[src/design/nps_pkg.sv]
`default_nettype none

package nps_pkg;

    localparam int PALETTE_DEPTH_DEF = 256;
    localparam int NUM_COLORS_W      = 9;
    localparam int CHAN_W            = 8;
    localparam int ENTRY_W           = 3 * CHAN_W;
    localparam int REQ_W             = 2;
    localparam int SQ_W              = 2 * CHAN_W;
    localparam int DIST_W            = SQ_W + 2;

    localparam logic [REQ_W-1:0] REQ_LOAD = 2'd0;
    localparam logic [REQ_W-1:0] REQ_FIND = 2'd1;
    localparam logic [REQ_W-1:0] REQ_READ = 2'd2;

    typedef enum logic [2:0] {
        S_IDLE,
        S_READ,
        S_SCAN,
        S_DRAIN,
        S_OUT
    } t_state;

    // Commands from the controller to the datapath.
    typedef struct packed {
        logic load;
        logic read_start;
        logic read_done;
        logic scan_start;
        logic scan_issue;
        logic find_empty;
        logic find_done;
    } t_cmd;

    // Status from the datapath to the controller.
    typedef struct packed {
        logic count_zero;
        logic scan_last;
        logic pipe_busy;
    } t_status;

endpackage

`default_nettype wire

[src/design/nps_ctrl.sv]
`default_nettype none

module nps_ctrl (
    input  wire logic                          i_clk,
    input  wire logic                          i_rst_n,
    input  wire logic                          i_valid,
    input  wire logic [nps_pkg::REQ_W-1:0]     i_req_type,
    output logic                               o_stall,
    output logic                               o_valid,
    input  wire logic                          i_stall,
    input  wire nps_pkg::t_status              i_status,
    output nps_pkg::t_cmd                      o_cmd
);

    import nps_pkg::*;

    t_state r_state;
    t_state n_state;

    always_ff @(posedge i_clk) begin
        if (!i_rst_n) begin
            r_state <= S_IDLE;
        end else begin
            r_state <= n_state;
        end
    end

    always_comb begin
        n_state = r_state;
        case (r_state)
            S_IDLE: begin
                if (i_valid) begin
                    case (i_req_type)
                        REQ_READ: n_state = S_READ;
                        REQ_FIND: n_state = i_status.count_zero ? S_OUT : S_SCAN;
                        default:  n_state = S_IDLE;
                    endcase
                end
            end
            S_READ:  n_state = S_OUT;
            S_SCAN: begin
                if (i_status.scan_last) begin
                    n_state = S_DRAIN;
                end
            end
            S_DRAIN: begin
                if (!i_status.pipe_busy) begin
                    n_state = S_OUT;
                end
            end
            S_OUT: begin
                if (!i_stall) begin
                    n_state = S_IDLE;
                end
            end
            default: n_state = S_IDLE;
        endcase
    end

    always_comb begin
        o_cmd   = '0;
        o_stall = (r_state != S_IDLE);
        o_valid = (r_state == S_OUT);
        case (r_state)
            S_IDLE: begin
                if (i_valid) begin
                    case (i_req_type)
                        REQ_LOAD: o_cmd.load       = 1'b1;
                        REQ_READ: o_cmd.read_start = 1'b1;
                        REQ_FIND: begin
                            o_cmd.find_empty = i_status.count_zero;
                            o_cmd.scan_start = !i_status.count_zero;
                        end
                        default: o_cmd = '0;
                    endcase
                end
            end
            S_READ:  o_cmd.read_done  = 1'b1;
            S_SCAN:  o_cmd.scan_issue = 1'b1;
            S_DRAIN: o_cmd.find_done  = !i_status.pipe_busy;
            default: o_cmd = '0;
        endcase
    end

endmodule

`default_nettype wire

[config.mk]
export PLATFORM = sky130hd
export DESIGN_NAME = nps_ctrl
export DESIGN_NICKNAME = d
export VERILOG_FILES = /design/src/design/nps_pkg.sv /design/src/design/nps_ctrl.sv
export SDC_FILE = /design/constraint.sdc
export NUM_CORES = 1
export LEC_CHECK = 0
export BUFFER_PORTS_ARGS = -buffer_cell sky130_fd_sc_hd__buf_2
export CORE_AREA = 2 2 39 41
export CTS_CLUSTER_SIZE = 30
export DETAILED_ROUTE_END_ITERATION = 6
export DIE_AREA = 0 0 41 43
export GPL_TIMING_DRIVEN = 0
export SLEW_MARGIN = 20
export SYNTH_ARGS = -nofsm -noshare
export SYNTH_HDL_FRONTEND = slang
export SYNTH_SLANG_ARGS = --single-unit
[constraint.sdc]
create_clock -name i_clk -period 4 [get_ports i_clk]
set_clock_uncertainty 0.2 [all_clocks]
set_input_delay 0.2 -clock i_clk [delete_from_list [all_inputs] [get_ports i_clk]]
set_output_delay 0.2 -clock i_clk [all_outputs]
set_load 0.02 [all_outputs]
==> impl_metrics.yaml <==
outcome:
  run_status: "completed"
worst_setup_path:
  worstPathArrival_ns: 1.53
  rrSetupSlack_ns: 2.38
  path_delay_family: "simple AND/OR/NAND/NOR gates"
  cp_max_fo: 8
  required_ns: 3.60
  cp.depth: 5
  cp_cell_sequence: "clkbuf_2 -> nor3_1 -> nand2_1 -> nor3b_1 -> buf_2"
  r2r-start: "r_state[2]"
  reg2regPathDepth: 5
  endpoint: "o_cmd[5]"
  cpMaxStageDelayCell: "nor3_1"
  start_kind: "register"
  cp_num_buf_inv: 2
  cp-end-kind: "output port"
  startpoint: "r_state[0]"
  crit_type: "register to output port"
  crit_path_max_incr_delay_ns: 0.33
  rr_endpoint: "r_state[0]"
synthesis:
  synth_cells: 41
  synth_seq_area_share_pct: 20.8
  syn-cell-area_sq_um: 289
  yosysWarnings: 0
  syn_avg_cell_area_sq_um: 7.05
  synth_cell_types: 23
  synth_top_area_share_pct: 20.8
  synthTopCellsByArea: "dfxtp_1 21%, a2111oi_1 6.9%, nor3_1 6.9%"
  ys_ff_latch: 3
  synth_top_cell_by_area: "dfxtp_1"
  synthesis.nets: 50
clock_network:
  path_clk_slew_ns: 0.04
  cts.path.max_buffers: 2
  worst_skew_pair.late_latency_ns: 0.23
  post_cts_buffers: 0
  cts_num_sinks: 3
  cts-hold-fix-buffers: 0
  cts_buffers: 3
  htree_levels: 1
  cts_tree: "yes"
  cts_root_buffer: "clkbuf_4"
  ctsResizeCount: 0
placed_design:
  gp_congestion: 0.766
  hpwl_um: 601
  numPortBuffers: 17
detailed_routing:
  drtAntennaViolNets: 0
  drt-total-wl_um: 756
  drcViolationCount: 0
  wl_per_cell_um: 9.69
  vias: 354
  dr.pass1.iters: 4
  first_iter_violations: 7
  via_per_inst: 4.54
finish:
  layout_commonest_cell: "buf_2"
  top_register: "r_state"
  area_growth_pct: 45.5
  diodes: 0
  largestRegisters: "r_state x3"
  largest_reg_flops: 3
  fin_nets: 72
  final_cell_mix: "17 x buf_2, 5 x inv_1, 5 x nor2_1, 4 x nor3_1, 4 x nand2_1"
  post-route-util_pct: 30.4
  drive_above_1_share_pct: 40.3
pwr:
  swShare_pct: 31.2
  p_sw_uw: 38.2
  power_frac_seq_pct: 26.6
  power.static_leakage_nw: 0.229
  combinationalPowerShare_pct: 30.3
  ir_drop_v: 0.000122
  powerDensity_nw_per_um2: 291
  clkPwrFrac_pct: 43.1
  p_int_uw: 84.2
global_routing:
  grt_use_total_pct: 10.1
  use_met1_pct: 12.5
  gr-total-overflow: 0
  first_global_vias: 284
  top_usage_layer: "met2"
  grt_util_met2_pct: 13.8
  grt_antenna_before_repair: 0
  met3_usage_pct: 1.57
  grt_pass1_wl_um: 1170
  grt_max_degree: 11
timing:
  slew_violations: 0
  slew_headroom_pct: 74.3
  final-hold-violation-count: 0
  worstMarginPinSlew_ns: 0.385
  fin_hold_ws_ns: 0.0620
  setup-tns-final_ns: 0
  fin_crit_sh_pct: 48.3
  setup_viol: 0
  period_needed_ns: 1.93
  rsz0062_at_grt: "false"
  clock.fmax_ghz: 0.517
floorplan:
  die_w_um: 41
  num_io_pins: 18
  die_area_sq_um: 1760
  dieHeight_um: 43
  core-area_sq_um: 1380
  start_util_pct: 20.9
  row_count: 14
flow_run:
  max_cap_viol_count: 0
min_path:
  min_path_type: "primary input to register"
[cell families (layout without fill, tap and decap cells)]
group | count (synthesis) | in the layout | share of synthesized area [%]
compound gates | 9 | 9 | 26.4
simple gates | 22 | 22 | 40.7
buf+inv | 7 | 28 | 12.1
flops | 3 | 3 | 20.8
[area by class of cell]
class,instances,area (sq um)
timing repair buffer,17,85.1
sequential,3,60.1
buffer,2,16.3
inverter,5,18.8
fill,174,963
multi-input combinational,31,194
clock buffer,4,26.3
tap,16,20.0
[worst min-delay path by stage]
stage	startpoint	endpoint	slack, ns	cells past startpoint
2_1_floorplan	i_rst_n	r_state[2]	0.14	1
3_3_place_gp	i_rst_n	r_state[2]	0.29	2
3_5_place_dp	i_rst_n	r_state[2]	0.30	2
4_1_cts	i_rst_n	r_state[2]	0.06	2
5_1_grt	i_rst_n	r_state[2]	0.08	2
6_report	i_rst_n	r_state[2]	0.06	2
[stage by stage]
stage / power [mW] / setup slack [ns] / cells / instance area [sq um]
6_report: 0.122 / 2.07 / 78 / 420
5_1_grt: 0.131 / 1.93 / 78 / 420
4_1_cts: 0.126 / 2.05 / 78 / 420
3_5_place_dp: 0.0701 / 2.32 / 74 / 394
3_3_place_gp: 0.0694 / 2.32 / 74 / 394
2_1_floorplan: 0.0571 / 2.25 / 41 / 289
[synthesized netlist by cell type (all sizes together)]
master and n:
and3 1, dfxtp 3, clkbuf 1, nor3 4, a211oi 1, or2 1
a41o 1, nor2b 1, a2111oi 2, nor2 5, nand3b 1, and2b 1
inv 5, a21oi 2, o21ai 1, nor3b 1, a31oi 1, nand2 4
and3b 1, a31o 1, nand2b 2, buf 1
[routing by layer]
layer  share of wire, %  vias to the layer above
li1                   -                      185
met1                 46                      157
met2                 47                       12
met3                7.0                        0
met4                  0                        0
met5                  0                        -
[power groups by stage]
stage	sequential (mW)	clock [mW]	combinational, mW
floorplan	0.0328	0	0.0244
global placement	0.0329	0	0.0365
detailed placement	0.0330	0	0.0371
CTS	0.0325	0.0565	0.0373
global route	0.0326	0.0574	0.0411
finish	0.0325	0.0528	0.0371
(Power assumes the default switching activity.)
